$ cat config.mk
export PLATFORM = sky130hd
export DESIGN_NAME = lcr_seq
export DESIGN_NICKNAME = d
export VERILOG_FILES = /design/src/lcr_pkg.sv /design/src/lcr_seq.sv
export SDC_FILE = /design/constraint.sdc
export NUM_CORES = 1
export LEC_CHECK = 0
export ABC_CLOCK_PERIOD_IN_PS = 1700
export BUFFER_PORTS_ARGS = -buffer_cell sky130_fd_sc_hd__buf_4
export CAP_MARGIN = 10
export CORE_AREA = 2 2 39 41
export CTS_CLUSTER_DIAMETER = 60
export DETAILED_ROUTE_END_ITERATION = 10
export DIE_AREA = 0 0 41 43
export PLACE_DENSITY = 0.33
export SLEW_MARGIN = 0
export SYNTH_ARGS = -nofsm -noshare
export SYNTH_HDL_FRONTEND = slang
export SYNTH_SLANG_ARGS = --single-unit
$ cat constraint.sdc
create_clock -name i_clk -period 1.7 [get_ports i_clk]
set_input_delay 0.085 -clock i_clk [delete_from_list [all_inputs] [get_ports i_clk]]
set_output_delay 0.085 -clock i_clk [all_outputs]
set_load 0.03 [all_outputs]
$ cat src/lcr_pkg.sv
`default_nettype none
package lcr_pkg;

    localparam int CoordW = 6;
    localparam int ColorW = 4;
    localparam int GlyphW = 8;
    localparam int AttrW  = 8;
    localparam int PcW    = 2;
    localparam int CondW  = 2;

    // jump conditions
    localparam logic [CondW-1:0] COND_NEVER  = 2'd0;
    localparam logic [CondW-1:0] COND_NO_IN  = 2'd1;
    localparam logic [CondW-1:0] COND_MORE   = 2'd2;
    localparam logic [CondW-1:0] COND_ALWAYS = 2'd3;

    // program addresses
    localparam logic [PcW-1:0] STEP_FETCH = 2'd0;
    localparam logic [PcW-1:0] STEP_SETUP = 2'd1;
    localparam logic [PcW-1:0] STEP_DRAW  = 2'd2;
    localparam logic [PcW-1:0] STEP_DONE  = 2'd3;

    typedef struct packed {
        logic ld_in;
        logic calc;
        logic emit;
    } t_ctrl;

    typedef struct packed {
        logic in_valid;
        logic out_free;
        logic last;
    } t_stat;

    typedef struct packed {
        t_ctrl            ctrl;
        logic [CondW-1:0] cond;
        logic [PcW-1:0]   target;
    } t_uword;

    function automatic t_uword ucode(input logic [PcW-1:0] pc);
        t_uword w;
        w = '0;
        case (pc)
            STEP_FETCH: begin
                w.ctrl.ld_in = 1'b1;
                w.cond       = COND_NO_IN;
                w.target     = STEP_FETCH;
            end
            STEP_SETUP: begin
                w.ctrl.calc = 1'b1;
                w.cond      = COND_NEVER;
                w.target    = STEP_FETCH;
            end
            STEP_DRAW: begin
                w.ctrl.emit = 1'b1;
                w.cond      = COND_MORE;
                w.target    = STEP_DRAW;
            end
            STEP_DONE: begin
                w.cond   = COND_ALWAYS;
                w.target = STEP_FETCH;
            end
            default: begin
                w.cond   = COND_ALWAYS;
                w.target = STEP_FETCH;
            end
        endcase
        return w;
    endfunction

endpackage
`default_nettype wire

$ cat src/lcr_seq.sv
`default_nettype none
module lcr_seq
    import lcr_pkg::*;
(
    input  wire   i_clk,
    input  wire   i_rst_n,
    input  t_stat i_stat,
    output t_ctrl o_ctrl
);

    logic [PcW-1:0] r_pc;
    logic [PcW-1:0] n_pc;
    t_uword         uw;
    logic           taken;
    logic           hold;

    always_comb begin
        uw     = ucode(r_pc);
        o_ctrl = uw.ctrl;
        case (uw.cond)
            COND_NEVER:  taken = 1'b0;
            COND_NO_IN:  taken = !i_stat.in_valid;
            COND_MORE:   taken = !i_stat.last;
            COND_ALWAYS: taken = 1'b1;
            default:     taken = 1'b1;
        endcase
        hold = uw.ctrl.emit && !i_stat.out_free;
        if (hold) begin
            n_pc = r_pc;
        end else if (taken) begin
            n_pc = uw.target;
        end else begin
            n_pc = r_pc + PcW'(1);
        end
    end

    always_ff @(posedge i_clk) begin
        if (!i_rst_n) begin
            r_pc <= STEP_FETCH;
        end else begin
            r_pc <= n_pc;
        end
    end

endmodule
`default_nettype wire

==> impl_metrics.env <==
export IMPL_endpoint_kind="primary output"
export IMPL_die_w_um=41
export IMPL_core_um2=1380
export IMPL_clock_power_share_pct=22.2
export IMPL_viasPerCell=3.40
export IMPL_overflow=0
export IMPL_final_cells=45
export IMPL_hp_class="in2reg"
export IMPL_portBuffers=7
export IMPL_setup_viol=0
export IMPL_max_slew_margin_pct=87.5
export IMPL_layout_setup_ws_ns=0.459
export IMPL_comb_power_share_pct=57.5
export IMPL_post_cts_setup_buffers=0
export IMPL_period_minus_slack_ns=1.24
export IMPL_hold_slack_ns=0.0986
export IMPL_io_pins=8
export IMPL_fin_tns_setup_ns=0
export IMPL_ys_seq_area_share_pct=22.9
export IMPL_routabilityCongestion=0.670
export IMPL_worst_pin_slew_ns=0.187
export IMPL_grt_pass1_vias=169
export IMPL_skew_ns=0.00202
export IMPL_p_seq_share_pct=20.3
export IMPL_worst_setup_path_type="reg2out"
export IMPL_die_area_um2=1760
export IMPL_yosysWarnings=0
export IMPL_cts_made_buffers=3
export IMPL_fmax_ghz=0.806
export IMPL_drive_gt1_share_pct=37.9
export IMPL_dp_hpwl_um=281
export IMPL_p_int_uw=256
export IMPL_synth_top_area_share_pct=35.7
export IMPL_synthesis_nets=29
export IMPL_maxCapViolCount=0
export IMPL_cp_start_kind="flip-flop"
export IMPL_cts_resized=0
export IMPL_rows=14
export IMPL_cellPowerDensity_nw_per_um2=1720
export IMPL_drt_iter0_drc=4
export IMPL_firstDrtPassIters=3
export IMPL_largest_reg_flops=2
export IMPL_dp_slack_ns=0.508
export IMPL_clk_pin_slew_ns=0.03
export IMPL_wl_per_cell_um=7.67
export IMPL_ir_worst_vdd_uv=302
export IMPL_synth_seq_cells=2
export IMPL_final_common_cell="buf_4"
export IMPL_num_vias=153
export IMPL_yosysTopAreaCell="ha_1"
export IMPL_grt_pass1_wl_um=565
export IMPL_avgSynthCellArea_um2=9.22
export IMPL_finalCritPeriodShare_pct=73.0
export IMPL_required_ns=1.62
export IMPL_grt_max_degree=6
export IMPL_clock_latency_ns=0.22
export IMPL_final_cell_mix="7 x buf_4, 5 x ha_1, 4 x inv_1, 3 x clkbuf_4, 2 x dfxtp_1"
export IMPL_antenna_found_initial=0
export IMPL_cts_htree_levels=1
export IMPL_cts_sinks=2
export IMPL_p_sw_uw=210
export IMPL_finalHoldViolations=0
export IMPL_p_leak_nw=0.142
export IMPL_synth_cells=19
export IMPL_place_inst=42
export IMPL_p_sw_share_pct=45.1
export IMPL_worst_path_max_fanout=5
export IMPL_largest_register="r_pc"
export IMPL_reg_top3="r_pc x2"
export IMPL_rsz0062_at_grt="no"
export IMPL_wl_um=345
export IMPL_outcome="finished, final reports clean"
export IMPL_die_y_um=43
export IMPL_initial_utilization_pct=12.7
export IMPL_synthDistinctLibCells=11
export IMPL_maxSlewViolCount=0
export IMPL_nNetsFinal=41
export IMPL_n_antenna_cell=0
export IMPL_cts_buffer_depth=2
export IMPL_drtAntennaViolNets=0
export IMPL_hold_buffers=0
export IMPL_cts_tree="yes"
export IMPL_worstPathArrival_ns=1.16
export IMPL_root_buffer="clkbuf_4"
export IMPL_synth_cell_area_um2=175
export IMPL_areaGrowthSynthToFinish_pct=54.3
export IMPL_drc_errors=0
export IMPL_gr_usage_all_layers_pct=5.31
export IMPL_ys_top_cells_by_area="ha_1 36%, dfxtp_1 23%, inv_1 8.6%, nand2b_4 7.9%, mux2i_1 5.7%"
cell usage after synthesis:
cell type  count
nor2_1         1
dfxtp_1        2
a31oi_1        1
ha_1           5
nand2b_4       1
mux2i_1        1
inv_1          4
o221ai_1       1
nor2b_1        1
nand2_1        1
o21ai_0        1
stage by stage:
stage / instance area [um2] / power [mW] / utilization [%]
after CTS: 270 / 0.480 / 19.5
after global placement: 248 / 0.368 / 17.9
after floorplan: 175 / 0.291 / -
after global routing: 270 / 0.517 / 19.5
after detailed placement: 248 / 0.368 / 17.9
final: 270 / 0.466 / 19.5
routing by layer:
metal  vias up  routed length (um)  GRT usage [%]
li1         84                   -              -
met1        65                 144           4.47
met2         4                 179           7.50
met3         0                  21           3.14
met4         0                   0           6.00
met5         -                   0              0
worst max-delay path: stages, from the launching register on:
cell and delay, ns:
dfxtp_1 0.38, inv_1 0.11, ha_1 0.25, buf_4 0.18
path summary, 6_finish.rpt:
kind / start / slack [ns] / to / depth (start not counted)
worst max-delay path: r_pc[0] / 0.46 / o_ctrl[0] / 3
worst min-delay path: i_rst_n / 0.1 / r_pc[1] / 2
worst max register to register: r_pc[0] / 0.51 / r_pc[1] / 5
worst min register to register: r_pc[1] / 0.59 / r_pc[1] / 2
cell families after synthesis:
kind of cell | Yosys count | synth area share [%]
buffers and inverters | 4 | 8.57
DFF | 2 | 22.9
adders and majority gates | 5 | 35.7
muxes | 1 | 5.71
and+or+nand+nor | 4 | 15.7
AOI/OAI and AO/OA | 3 | 11.4
area by class of cell:
type                    instances  area [um2]
clock buffers                   3        22.5
multi-input cells              13         120
repair buffers                  7        52.6
flip-flops and latches          2        40.0
well taps                      16        20.0
inverters                       4        15.0
fillers                       158        1110
power by group through the flow:
stage                     registers (mW)  logic, mW  clock network, mW
after floorplan                   0.0879      0.203                  0
after global placement            0.0959      0.272                  0
after detailed placement          0.0963      0.272                  0
after CTS                         0.0958      0.272              0.112
after global routing              0.0982      0.301              0.117
final                             0.0946      0.268              0.103
No activity file was read; power rests on OpenSTA's default activity.
